`src/rtl/i2cbm_pkg.sv`:
```
// i2cbm_pkg: shared types for the byte-level I2C master.
// Command codes, input transaction and result transaction structs.
// No dependencies.
package i2cbm_pkg;

    typedef enum logic [2:0] {
        CMD_NONE  = 3'd0,
        CMD_START = 3'd1,
        CMD_STOP  = 3'd2,
        CMD_WRITE = 3'd3,
        CMD_READ  = 3'd4
    } cmd_t;

    localparam logic [9:0] HALF_PERIOD_RST = 10'd5;
    localparam logic [3:0] BITS_PER_BYTE   = 4'd8;

    typedef struct packed {
        logic [2:0] func;
        logic [7:0] wdata;
        logic       send_ack;
        logic       sda_in;
    } in_t;

    typedef struct packed {
        logic       scl;
        logic       sda_release;
        logic       busy_res;
        logic       done_res;
        logic [7:0] rdata;
        logic       nack;
    } res_t;

endpackage

```
`src/rtl/i2cbm_if.sv`:
```
// i2cbm_in_if / i2cbm_out_if: valid/ready channels of the I2C master.
// Payload fields follow i2cbm_pkg; no other dependencies.
interface i2cbm_in_if;
    logic       valid;
    logic       ready;
    logic [2:0] func;
    logic [7:0] wdata;
    logic       send_ack;
    logic       sda_in;

    modport source (output valid, output func, output wdata, output send_ack,
                    output sda_in, input ready);
    modport sink   (input valid, input func, input wdata, input send_ack,
                    input sda_in, output ready);
endinterface

interface i2cbm_out_if;
    logic       valid;
    logic       ready;
    logic       scl;
    logic       sda_release;
    logic       busy_res;
    logic       done_res;
    logic [7:0] rdata;
    logic       nack;

    modport source (output valid, output scl, output sda_release, output busy_res,
                    output done_res, output rdata, output nack, input ready);
    modport sink   (input valid, input scl, input sda_release, input busy_res,
                    input done_res, input rdata, input nack, output ready);
endinterface

```
`src/rtl/i2cbm_seq.sv`:
```
// i2cbm_seq: bus phase sequencer, one tick per accepted transaction.
// Holds command state and the half_period register; uses i2cbm_pkg.
module i2cbm_seq
    import i2cbm_pkg::*;
(
    input  logic       clk,
    input  logic       rst_n,
    input  logic       acc,
    input  in_t        item,
    input  logic       cfg_we,
    input  logic [9:0] cfg_wdata,
    output res_t       res
);

    cmd_t       command_reg, command_next;
    logic [2:0] phase_reg, phase_next;
    logic [3:0] bit_count_reg, bit_count_next;
    logic [9:0] tick_count_reg, tick_count_next;
    logic [7:0] shift_reg, shift_next;
    logic       ack_choice_reg, ack_choice_next;
    logic       line_scl_reg, line_scl_next;
    logic       line_sda_reg, line_sda_next;
    logic       nack_flag_reg, nack_flag_next;
    logic [7:0] rx_byte_reg, rx_byte_next;
    logic [9:0] half_period_reg;

    logic [9:0] hp;
    logic [9:0] tick_inc;
    logic       c, d, finish;

    always_comb
    begin
        hp = (half_period_reg == 10'd0) ? 10'd1 : half_period_reg;

        command_next    = command_reg;
        phase_next      = phase_reg;
        bit_count_next  = bit_count_reg;
        tick_count_next = tick_count_reg;
        shift_next      = shift_reg;
        ack_choice_next = ack_choice_reg;
        nack_flag_next  = nack_flag_reg;
        rx_byte_next    = rx_byte_reg;
        finish          = 1'b0;
        tick_inc        = 10'd0;

        if (command_reg == CMD_NONE && item.func inside {[CMD_START:CMD_READ]})
        begin
            command_next    = cmd_t'(item.func);
            phase_next      = 3'd0;
            bit_count_next  = 4'd0;
            tick_count_next = 10'd0;
            if (item.func == CMD_WRITE)
            begin
                shift_next = item.wdata;
            end
            if (item.func == CMD_READ)
            begin
                shift_next      = 8'd0;
                ack_choice_next = item.send_ack;
            end
        end

        c = line_scl_reg;
        d = line_sda_reg;

        // bus levels of the current phase
        case (command_next)
            CMD_START:
            begin
                c = (phase_next <= 3'd1);
                d = (phase_next == 3'd0);
            end
            CMD_STOP:
            begin
                c = (phase_next >= 3'd2);
                d = (phase_next == 3'd0) ? line_sda_reg : (phase_next >= 3'd3);
            end
            CMD_WRITE:
            begin
                case (phase_next)
                    3'd0:    begin c = 1'b0; d = shift_next[7]; end
                    3'd1:    begin c = 1'b1; d = shift_next[7]; end
                    3'd2:    begin c = 1'b0; d = line_sda_reg; end
                    3'd3:    begin c = 1'b0; d = 1'b1; end
                    default: begin c = 1'b1; d = 1'b1; end
                endcase
            end
            CMD_READ:
            begin
                if (phase_next == 3'd0)
                begin
                    c = 1'b1; d = 1'b1;
                end
                else if (phase_next == 3'd1)
                begin
                    c = 1'b0; d = 1'b1;
                end
                else if (ack_choice_next)
                begin
                    c = (phase_next == 3'd3); d = 1'b0;
                end
                else
                begin
                    c = (phase_next == 3'd4); d = 1'b1;
                end
            end
            default: ;
        endcase

        line_scl_next = c;
        line_sda_next = d;

        if (command_next != CMD_NONE)
        begin
            tick_inc        = tick_count_next + 10'd1;
            tick_count_next = tick_inc;
            if (tick_inc >= hp || tick_inc == 10'd0)
            begin
                tick_count_next = 10'd0;
                case (command_next)
                    CMD_START:
                    begin
                        if (phase_next >= 3'd2) finish = 1'b1;
                        else phase_next = phase_next + 3'd1;
                    end
                    CMD_STOP:
                    begin
                        if (phase_next >= 3'd3) finish = 1'b1;
                        else phase_next = phase_next + 3'd1;
                    end
                    CMD_WRITE:
                    begin
                        if (phase_next == 3'd0)
                        begin
                            phase_next = 3'd1;
                        end
                        else if (phase_next == 3'd1)
                        begin
                            shift_next     = {shift_next[6:0], 1'b0};
                            bit_count_next = bit_count_next + 4'd1;
                            phase_next     = (bit_count_next >= BITS_PER_BYTE) ? 3'd2 : 3'd0;
                        end
                        else if (phase_next < 3'd4)
                        begin
                            phase_next = phase_next + 3'd1;
                        end
                        else
                        begin
                            nack_flag_next = item.sda_in;
                            line_scl_next  = 1'b0;
                            line_sda_next  = 1'b1;
                            finish         = 1'b1;
                        end
                    end
                    CMD_READ:
                    begin
                        if (phase_next == 3'd0)
                        begin
                            shift_next = {shift_next[6:0], item.sda_in};
                            phase_next = 3'd1;
                        end
                        else if (phase_next == 3'd1)
                        begin
                            bit_count_next = bit_count_next + 4'd1;
                            phase_next     = (bit_count_next >= BITS_PER_BYTE) ? 3'd2 : 3'd0;
                        end
                        else if (phase_next >= (ack_choice_next ? 3'd4 : 3'd5))
                        begin
                            rx_byte_next = shift_next;
                            finish       = 1'b1;
                        end
                        else
                        begin
                            phase_next = phase_next + 3'd1;
                        end
                    end
                    default: ;
                endcase
                if (finish)
                begin
                    command_next   = CMD_NONE;
                    phase_next     = 3'd0;
                    bit_count_next = 4'd0;
                end
            end
        end

        res.scl         = c;
        res.sda_release = d;
        res.busy_res    = (command_next != CMD_NONE) || finish;
        res.done_res    = finish;
        res.rdata       = rx_byte_next;
        res.nack        = nack_flag_next;
    end

    always_ff @(posedge clk or negedge rst_n)
    begin
        if (!rst_n)
        begin
            command_reg     <= CMD_NONE;
            phase_reg       <= 3'd0;
            bit_count_reg   <= 4'd0;
            tick_count_reg  <= 10'd0;
            shift_reg       <= 8'd0;
            ack_choice_reg  <= 1'b0;
            line_scl_reg    <= 1'b1;
            line_sda_reg    <= 1'b1;
            nack_flag_reg   <= 1'b0;
            rx_byte_reg     <= 8'd0;
            half_period_reg <= HALF_PERIOD_RST;
        end
        else
        begin
            if (cfg_we)
            begin
                half_period_reg <= cfg_wdata;
            end
            if (acc)
            begin
                command_reg    <= command_next;
                phase_reg      <= phase_next;
                bit_count_reg  <= bit_count_next;
                tick_count_reg <= tick_count_next;
                shift_reg      <= shift_next;
                ack_choice_reg <= ack_choice_next;
                line_scl_reg   <= line_scl_next;
                line_sda_reg   <= line_sda_next;
                nack_flag_reg  <= nack_flag_next;
                rx_byte_reg    <= rx_byte_next;
            end
        end
    end

endmodule

```
`src/rtl/i2cbm_obuf.sv`:
```
// i2cbm_obuf: result register plus skid entry in front of the output channel.
// Uses i2cbm_pkg and i2cbm_out_if.
module i2cbm_obuf
    import i2cbm_pkg::*;
(
    input  logic                clk,
    input  logic                rst_n,
    input  logic                push,
    input  res_t                push_data,
    output logic                push_ready,
    i2cbm_out_if.source         res_port
);

    logic main_valid_reg, main_valid_next;
    logic skid_valid_reg, skid_valid_next;
    res_t main_reg, main_next;
    res_t skid_reg, skid_next;
    logic take;

    assign push_ready = !skid_valid_reg;
    assign take       = main_valid_reg && res_port.ready;

    always_comb
    begin
        main_valid_next = main_valid_reg;
        skid_valid_next = skid_valid_reg;
        main_next       = main_reg;
        skid_next       = skid_reg;
        if (!main_valid_reg || take)
        begin
            if (skid_valid_reg)
            begin
                main_next       = skid_reg;
                main_valid_next = 1'b1;
                skid_next       = push_data;
                skid_valid_next = push;
            end
            else
            begin
                main_next       = push_data;
                main_valid_next = push;
            end
        end
        else if (push)
        begin
            skid_next       = push_data;
            skid_valid_next = 1'b1;
        end
    end

    always_ff @(posedge clk or negedge rst_n)
    begin
        if (!rst_n)
        begin
            main_valid_reg <= 1'b0;
            skid_valid_reg <= 1'b0;
        end
        else
        begin
            main_valid_reg <= main_valid_next;
            skid_valid_reg <= skid_valid_next;
        end
    end

    always_ff @(posedge clk)
    begin
        main_reg <= main_next;
        skid_reg <= skid_next;
    end

    assign res_port.valid       = main_valid_reg;
    assign res_port.scl         = main_reg.scl;
    assign res_port.sda_release = main_reg.sda_release;
    assign res_port.busy_res    = main_reg.busy_res;
    assign res_port.done_res    = main_reg.done_res;
    assign res_port.rdata       = main_reg.rdata;
    assign res_port.nack        = main_reg.nack;

endmodule

```
`src/rtl/i2c_byte_master_unit.sv`:
```
// i2c_byte_master_unit: byte-level I2C master, one bus tick per transaction.
// Throughput: one tick per cycle while the result buffer has room; a two-entry result buffer absorbs stalls.
// Reset: idle, both lines released high, flags zero, half_period 5.
// Depends on i2cbm_pkg, i2cbm_if, i2cbm_seq, i2cbm_obuf.
module i2c_byte_master_unit
    import i2cbm_pkg::*;
(
    input  logic          clk,
    input  logic          rst_n,
    i2cbm_in_if.sink      cmd,
    i2cbm_out_if.source   res,
    input  logic          cfg_we,
    input  logic [9:0]    cfg_wdata
);

    in_t  item;
    res_t tick_res;
    logic acc;
    logic buf_ready;

    assign cmd.ready     = buf_ready;
    assign acc           = cmd.valid && buf_ready;
    assign item.func     = cmd.func;
    assign item.wdata    = cmd.wdata;
    assign item.send_ack = cmd.send_ack;
    assign item.sda_in   = cmd.sda_in;

    i2cbm_seq u_seq (
        .clk       (clk),
        .rst_n     (rst_n),
        .acc       (acc),
        .item      (item),
        .cfg_we    (cfg_we),
        .cfg_wdata (cfg_wdata),
        .res       (tick_res)
    );

    i2cbm_obuf u_obuf (
        .clk        (clk),
        .rst_n      (rst_n),
        .push       (acc),
        .push_data  (tick_res),
        .push_ready (buf_ready),
        .res_port   (res)
    );

endmodule

```
`src/flat_wrapper.sv`:
```
// flat-port wrapper written by rule: the top's interface ports become plain ports
module i2c_byte_master_unit_flat import i2cbm_pkg::*;
  (clk, rst_n, cfg_we, cfg_wdata, cmd_valid, cmd_func, cmd_wdata, cmd_send_ack, cmd_sda_in, cmd_ready, res_valid, res_scl, res_sda_release, res_busy_res, res_done_res, res_rdata, res_nack, res_ready);
  i2cbm_in_if cmd_i ();
  i2cbm_out_if res_i ();
  input  logic clk;
  input  logic rst_n;
  input  logic cfg_we;
  input  logic [9:0] cfg_wdata;
  input wire logic [$bits(cmd_i.valid)-1:0] cmd_valid;
  input wire logic [$bits(cmd_i.func)-1:0] cmd_func;
  input wire logic [$bits(cmd_i.wdata)-1:0] cmd_wdata;
  input wire logic [$bits(cmd_i.send_ack)-1:0] cmd_send_ack;
  input wire logic [$bits(cmd_i.sda_in)-1:0] cmd_sda_in;
  output wire logic [$bits(cmd_i.ready)-1:0] cmd_ready;
  output wire logic [$bits(res_i.valid)-1:0] res_valid;
  output wire logic [$bits(res_i.scl)-1:0] res_scl;
  output wire logic [$bits(res_i.sda_release)-1:0] res_sda_release;
  output wire logic [$bits(res_i.busy_res)-1:0] res_busy_res;
  output wire logic [$bits(res_i.done_res)-1:0] res_done_res;
  output wire logic [$bits(res_i.rdata)-1:0] res_rdata;
  output wire logic [$bits(res_i.nack)-1:0] res_nack;
  input wire logic [$bits(res_i.ready)-1:0] res_ready;
  assign cmd_i.valid = cmd_valid;
  assign cmd_i.func = cmd_func;
  assign cmd_i.wdata = cmd_wdata;
  assign cmd_i.send_ack = cmd_send_ack;
  assign cmd_i.sda_in = cmd_sda_in;
  assign cmd_ready = cmd_i.ready;
  assign res_valid = res_i.valid;
  assign res_scl = res_i.scl;
  assign res_sda_release = res_i.sda_release;
  assign res_busy_res = res_i.busy_res;
  assign res_done_res = res_i.done_res;
  assign res_rdata = res_i.rdata;
  assign res_nack = res_i.nack;
  assign res_i.ready = res_ready;
  i2c_byte_master_unit u_core (.clk(clk), .rst_n(rst_n), .cmd(cmd_i), .res(res_i), .cfg_we(cfg_we), .cfg_wdata(cfg_wdata));
endmodule
```
`config.mk`:
```
export PLATFORM = sky130hd
export DESIGN_NAME = i2c_byte_master_unit_flat
export DESIGN_NICKNAME = d
export VERILOG_FILES = /design/src/rtl/i2cbm_pkg.sv /design/src/rtl/i2cbm_if.sv /design/src/rtl/i2cbm_seq.sv /design/src/rtl/i2cbm_obuf.sv /design/src/rtl/i2c_byte_master_unit.sv /design/src/flat_wrapper.sv
export SDC_FILE = /design/constraint.sdc
export NUM_CORES = 1
export LEC_CHECK = 0
export BUFFER_PORTS_ARGS = -buffer_cell sky130_fd_sc_hd__buf_2
export CORE_MARGIN = 1
export CORE_UTILIZATION = 24
export DETAILED_ROUTE_END_ITERATION = 16
export HOLD_SLACK_MARGIN = 0.15
export PLACE_DENSITY_LB_ADDON = 0.3
export REMOVE_ABC_BUFFERS = 1
export SKIP_LAST_GASP = 1
export SLEW_MARGIN = 0
export SYNTH_ARGS = -nofsm -noshare
export SYNTH_HDL_FRONTEND = slang
export SYNTH_HIERARCHICAL = 1
export SYNTH_SLANG_ARGS = --single-unit
export TNS_END_PERCENT = 20
```
`constraint.sdc`:
```
create_clock -name clk -period 5.3 [get_ports clk]
set_input_delay 0.265 -clock clk [delete_from_list [all_inputs] [get_ports clk]]
set_output_delay 0.265 -clock clk [all_outputs]
set_load 0.02 [all_outputs]
```
==> results of run 1 <==
-- per-layer routing --
metal  global-route usage  wire (µm)  vias to the layer above  share of wire
met5                    0          0                        -              0
met4               0.0366        191                        0          0.016
met3               0.0285        334                       17          0.028
met2                0.203       5810                       90           0.48
met1                0.157       5800                     1860           0.48
li1                     -          -                     1870              -
-- logic make-up (layout without fill, tap and decap cells) --
logic type                 after synthesis  count (layout)
muxes                                   38              38
DFF                                     78              78
xor gates and xnor gates                 8               8
AOI/OAI and AO/OA                      138             138
and+or+nand+nor                        141             141
buffers and inverters                   59             106
adders and majority gates               20              20
-- path summary, 6_finish.rpt --
path | end | slack, ns | depth (start not counted)
max | u_core/u_obuf/res_port.rdata[4]$_DFFE_PP_ | 1.08 | 16
min | u_core/u_seq/half_period_reg[0]$_DFFE_PN1P_ | 0.17 | 2
max reg2reg | u_core/u_obuf/res_port.rdata[4]$_DFFE_PP_ | 1.08 | 16
min reg2reg | u_core/u_seq/tick_count_reg[9]$_DFFE_PN0P_ | 0.50 | 2
max in group asynchronous | u_core/u_seq/ack_choice_reg$_DFFE_PN0P_ | 4.22 | 3
min in group asynchronous | u_core/u_seq/half_period_reg[5]$_DFFE_PN0P_ | 0.59 | 3
-- synth_stat cells (3+ instances only) --
cell type / count
edfxtp_1: 26
nand2_1: 58
inv_1: 30
nor2b_1: 4
dfstp_2: 4
o21ai_0: 30
and2_1: 6
or3_1: 3
o41ai_1: 5
nand4_1: 5
o21ai_1: 5
o211ai_1: 4
ha_1: 19
mux2_2: 20
nor2_1: 18
buf_2: 12
o22ai_1: 13
a31oi_1: 5
nor3_1: 6
dfrtp_1: 48
buf_4: 4
a22oi_1: 9
mux2_4: 15
xor2_1: 5
o21a_1: 5
clkbuf_1: 9
nand3_1: 14
xnor2_1: 3
a21oi_1: 25
mux2i_1: 3
-- final cells by class --
class | instances | share of cell area
clock inverters | 6 | 0.0149
repair buffers | 59 | 0.0633
multi-input cells | 345 | 0.439
clock buffers | 10 | 0.0400
inverters | 31 | 0.0203
well taps | 265 | 0.0579
flip-flops and latches | 78 | 0.364
-- critical path, stage by stage, from the launching register on --
cell     delay, ns
dfrtp_1       0.60
nor3_2        0.08
nand3_1       0.08
buf_4         0.17
and2_1        0.18
ha_1          0.23
nand3_1       0.20
o21a_1        0.27
o21a_1        0.22
ha_1          0.30
nand4_1       0.10
nor3_1        0.24
nor3_2        0.05
buf_4         0.18
a21oi_4       0.37
mux2_2        0.40
mux2_4        0.27
-- power breakdown --
group	switching [mW]	leakage (nW)	internal (mW)
clock	0.243	0.151	0.412
combinational	0.461	1.26	0.302
sequential	0.114	0.932	0.766
total	0.819	2.34	1.48
==> out/qor.yml, run 1 <==
outcome: "finished clean"
mostFrequentLayoutCells: "nand2_1, dfrtp_1, buf_2"
drv_cap: 0
layout_setup_ws_ns: 1.08
synth_area_mm2: 0.00488
die_area_mm2: 0.0209
synthAdderAreaFrac: 0.0510
layout.nets: 571
drt_pass1_iterations: 5
cts_setup_buffers: 0
slew_headroom: 0.472
synthSimpleGateAreaFrac: 0.156
end_kind: "register"
vias_per_cell: 4.83
grt_pass1_wl_um: 19800
synth_xor_area_frac: 0.0144
ys_ff_latch: 78
synth_top_family_by_area: "compound AO/OA/AOI/OAI gates"
cts_hold_buf: 10
rsz0062_at_grt: "no"
cts_resized: 0
wl_per_cell_um: 15.3
arrival_ns: 4.31
period_minus_slack_ns: 4.22
final_common_cell: "nand2_1"
muxShareOfSynthArea: 0.0985
tightest_slew_ns: 0.792
antenna_left: 0
finalClockSkew_ns: 0.00933
start_util: 0.247
dieHeight_um: 145
port-buffer-count: 42
grt_pass1_vias: 3839
p_per_area_mw_per_mm2: 401
clk_pin_slew_ns: 0.06
clock.fmax_mhz: 237
min_from: "cfg_wdata[0]"
drc: 0
final_core_util: 0.291
die_w_um: 145
finalWeightedCongestion: 0.866
setup-tns-final_ns: 0
grt.total_usage: 0.122
grt-ovfl-total: 0
htree_levels: 3
yosys_most_used_dff: "dfrtp_1"
dp.cells: 768
largest_reg_flops: 13
wl_um: 12100
critPathMaxFanout: 13
async_reset_ff_frac: 0.667
area_delta_synth_final_pct: 17.4
synth_area_per_cell_um2: 10.1
root_buffer: "clkbuf_16"
crit_type: "register to register"
final_cell_count_no_fill: 794
fin_crit_sh: 0.797
seq_area_mm2: 0.00209
cp-startpoint: "u_core/u_seq/command_reg[2]$_DFFE_PN0P_"
grt_max_degree: 53
rows: 51
dpl_worst_slack_ns: 0.803
placed_area_mm2: 0.00531
cts_tree: "done"
slew_violations: 0
design_area_mm2: 0.00573
antenna_found_initial: 0
coreArea_mm2: 0.0197
yosys_warnings: 6
fillers: 2039
timing.hold.ws_ns: 0.174
multiInputGateArea_mm2: 0.00252
drt_iter0_drc: 331
syn_inst: 482
numCtsBuffers: 9
synthDistinctLibCells: 81
synth-edff-count: 26
synth-seq-area-share: 0.428
drive_above_1_share: 0.236
clockBufferDepth: 2
ys_top_cells_by_area: "dfrtp_1, edfxtp_1, ha_1"
synth_compound_area_frac: 0.196
worst_hold_path_type: "primary input to register"
setup_violations: 0
reg2reg_from: "u_core/u_seq/command_reg[2]$_DFFE_PN0P_"
vias: 3837
clk_latency_ns: 0.33
hpwl_um: 8760
leakagePower_nw: 2.34
cts.sinks: 78
design_power_total_mw: 2.30
yosysTopAreaCellShare: 0.246
hold_viol_final: 0
vdd_drop_max_mv: 0.196
required_ns: 5.39
yosys.area.top_type: "dfrtp_1"
diodes: 0
ioPinCount: 43
critPathLaunchType: "register"
Power figures use the tool's default switching activity.
==> run 2, diff against run 1 <==
clock period = 3.45 ns   (was 5.3 ns; I/O delays follow)
==> run 2 against run 1 <==
  * The run now ends with setup timing left
  * Sequential cell count did not move
  * Cell area grew 11%
  * Maximum frequency is 17% higher
==> out/qor.yml, run 2 (synthesis results as in run 1) <==
design_area_mm2: 0.00636
antenna_found_initial: 0
grt-busiest-layer: "met2"
drc: 0
numCtsBuffers: 9
dp.cells: 815
grt_pass1_vias: 4142
drv_cap: 0
worst_hold_path_type: "primary input to register"
coreArea_mm2: 0.0197
clock.fmax_mhz: 277
vias_per_cell: 4.86
slew_headroom: 0.490
end_kind: "register"
grt-ovfl-total: 0
vias: 4156
drt_iter0_drc: 279
cpPeakStageDelay_ns: 0.42
slew_violations: 0
htree_levels: 3
drive_above_1_share: 0.340
ioPinCount: 43
area_delta_synth_final_pct: 30.4
crit_type: "register to register"
required_ns: 3.55
violations: "setup timing"
finalClockSkew_ns: 0.00803
die_w_um: 145
antenna_left: 0
cts.sinks: 78
grt.total_usage: 0.132
grt_use_met3: 0.0291
layout.nets: 633
mostFrequentLayoutCells: "buf_4, nand2_1, dfrtp_1"
dieHeight_um: 145
grt_pass1_wl_um: 21200
cts_tree: "done"
critPathLaunchType: "register"
timing.hold.ws_ns: 0.198
finalWeightedCongestion: 0.845
grt_max_degree: 38
period_minus_slack_ns: 3.61
layout_setup_ws_ns: -0.157
clockBufferDepth: 2
fin_crit_sh: 1.05
vdd_drop_max_mv: 0.235
rsz0062_at_grt: "yes"
hold_viol_final: 0
path_delay_family: "simple AND/OR/NAND/NOR gates"
tightest_slew_ns: 0.765
critPathMaxFanout: 5
die_area_mm2: 0.0209
final_cell_count_no_fill: 856
leakagePower_nw: 2.68
gr-usage-met2: 0.216
groute.layer.met1.usage: 0.167
drt_pass1_iterations: 5
clk_pin_slew_ns: 0.06
cp_num_buf_inv: 3
placed_area_mm2: 0.00569
outcome: "finished, violations left"
final_common_cell: "buf_4"
setup_violations: 18
port-buffer-count: 42
dpl_worst_slack_ns: -0.430
clk_latency_ns: 0.35
wl_per_cell_um: 15.6
start_util: 0.247
diodes: 0
worstPathCellList: "buf_6, or3_4, nor3_4, buf_12, nor2_2, ha_1, nand4_1, nor3_2, nor3_4, a21oi_4, clkbuf_16, mux2_4, mux2_4"
crit_slowest_cell: "dfrtp_1"
rows: 51
hpwl_um: 9780
wl_um: 13400
arrival_ns: 3.71
largest_reg_flops: 13
root_buffer: "clkbuf_16"
p_per_area_mw_per_mm2: 585
==> run 2: changes by cell type in the layout (fill, tap and decap cells not counted), moves of 3 or more <==
cell           delta
dlygate4sd3_1     +3
a21oi_2           +4
a21oi_1           -4
mux2_4            +8
buf_6             +4
buf_4            +51
clkinv_4          +3
mux2_2            -8
==> run 2: routing by layer <==
| metal | part of all wire | vias up | routed length, µm |
|---|---|---|---|
| met4 | 0.024 | 0 | 325 |
| met2 | 0.48 | 118 | 6370 |
| met3 | 0.042 | 22 | 556 |
| met1 | 0.46 | 2020 | 6120 |
| met5 | 0 | - | 0 |
| li1 | - | 1996 | - |
==> run 2: timing repair <==
item | in CTS | in global routing
gates cloned | 1 | 1
buffers inserted | 6 | 5
hold buffers | 13 | 0
endpoints found under the hold margin | 27 | 0
setup endpoints to repair | 47 | 45
resized for setup | 24 | 10
pin swaps | 12 | 9
==> run 2: power by group <==
| part | switching (mW) | leakage [nW] | total [mW] | internal, mW |
|---|---|---|---|---|
| Combinational | 0.849 | 1.61 | 1.52 | 0.667 |
| Clock | 0.408 | 0.136 | 0.902 | 0.494 |
| Sequential | 0.125 | 0.932 | 1.30 | 1.18 |
| Total | 1.38 | 2.68 | 3.72 | 2.34 |
==> run 2: path summary, 6_finish.rpt <==
kind	from	endpoint	slack (ns)	cells past startpoint
worst max-delay path	u_core/u_seq/command_reg[1]$_DFFE_PN0P_	u_core/u_obuf/res_port.rdata[7]$_DFFE_PP_	-0.16	13
worst min-delay path	cfg_we	u_core/u_seq/half_period_reg[2]$_DFFE_PN1P_	0.20	2
worst max register to register	u_core/u_seq/command_reg[1]$_DFFE_PN0P_	u_core/u_obuf/res_port.rdata[7]$_DFFE_PP_	-0.16	13
worst min register to register	u_core/u_seq/tick_count_reg[9]$_DFFE_PN0P_	u_core/u_seq/tick_count_reg[9]$_DFFE_PN0P_	0.51	2
max in group asynchronous	rst_n	u_core/u_seq/line_sda_reg$_DFFE_PN1P_	2.31	3
min in group asynchronous	rst_n	u_core/u_seq/half_period_reg[5]$_DFFE_PN0P_	0.28	2
==> run 2: per-stage QoR <==
step / util / TNS (ns) / total power [mW]
after floorplan: - / -23.67 / 2.14
after global placement: 0.289 / -4.94 / 2.67
after detailed placement: 0.289 / -8.84 / 2.69
after CTS: 0.318 / -1.35 / 3.70
after global routing: 0.323 / -5.04 / 3.96
final: 0.323 / -1.58 / 3.72
==> run 2: cell type report <==
class | count | area (µm²)
Fill cell | 2023 | 13400
Clock buffer | 9 | 225
Clock inverter | 7 | 56.3
Timing Repair Buffer | 121 | 911
Sequential cell | 78 | 2090
Tap cell | 265 | 332
Multi-Input combinational cell | 345 | 2640
Inverter | 31 | 116
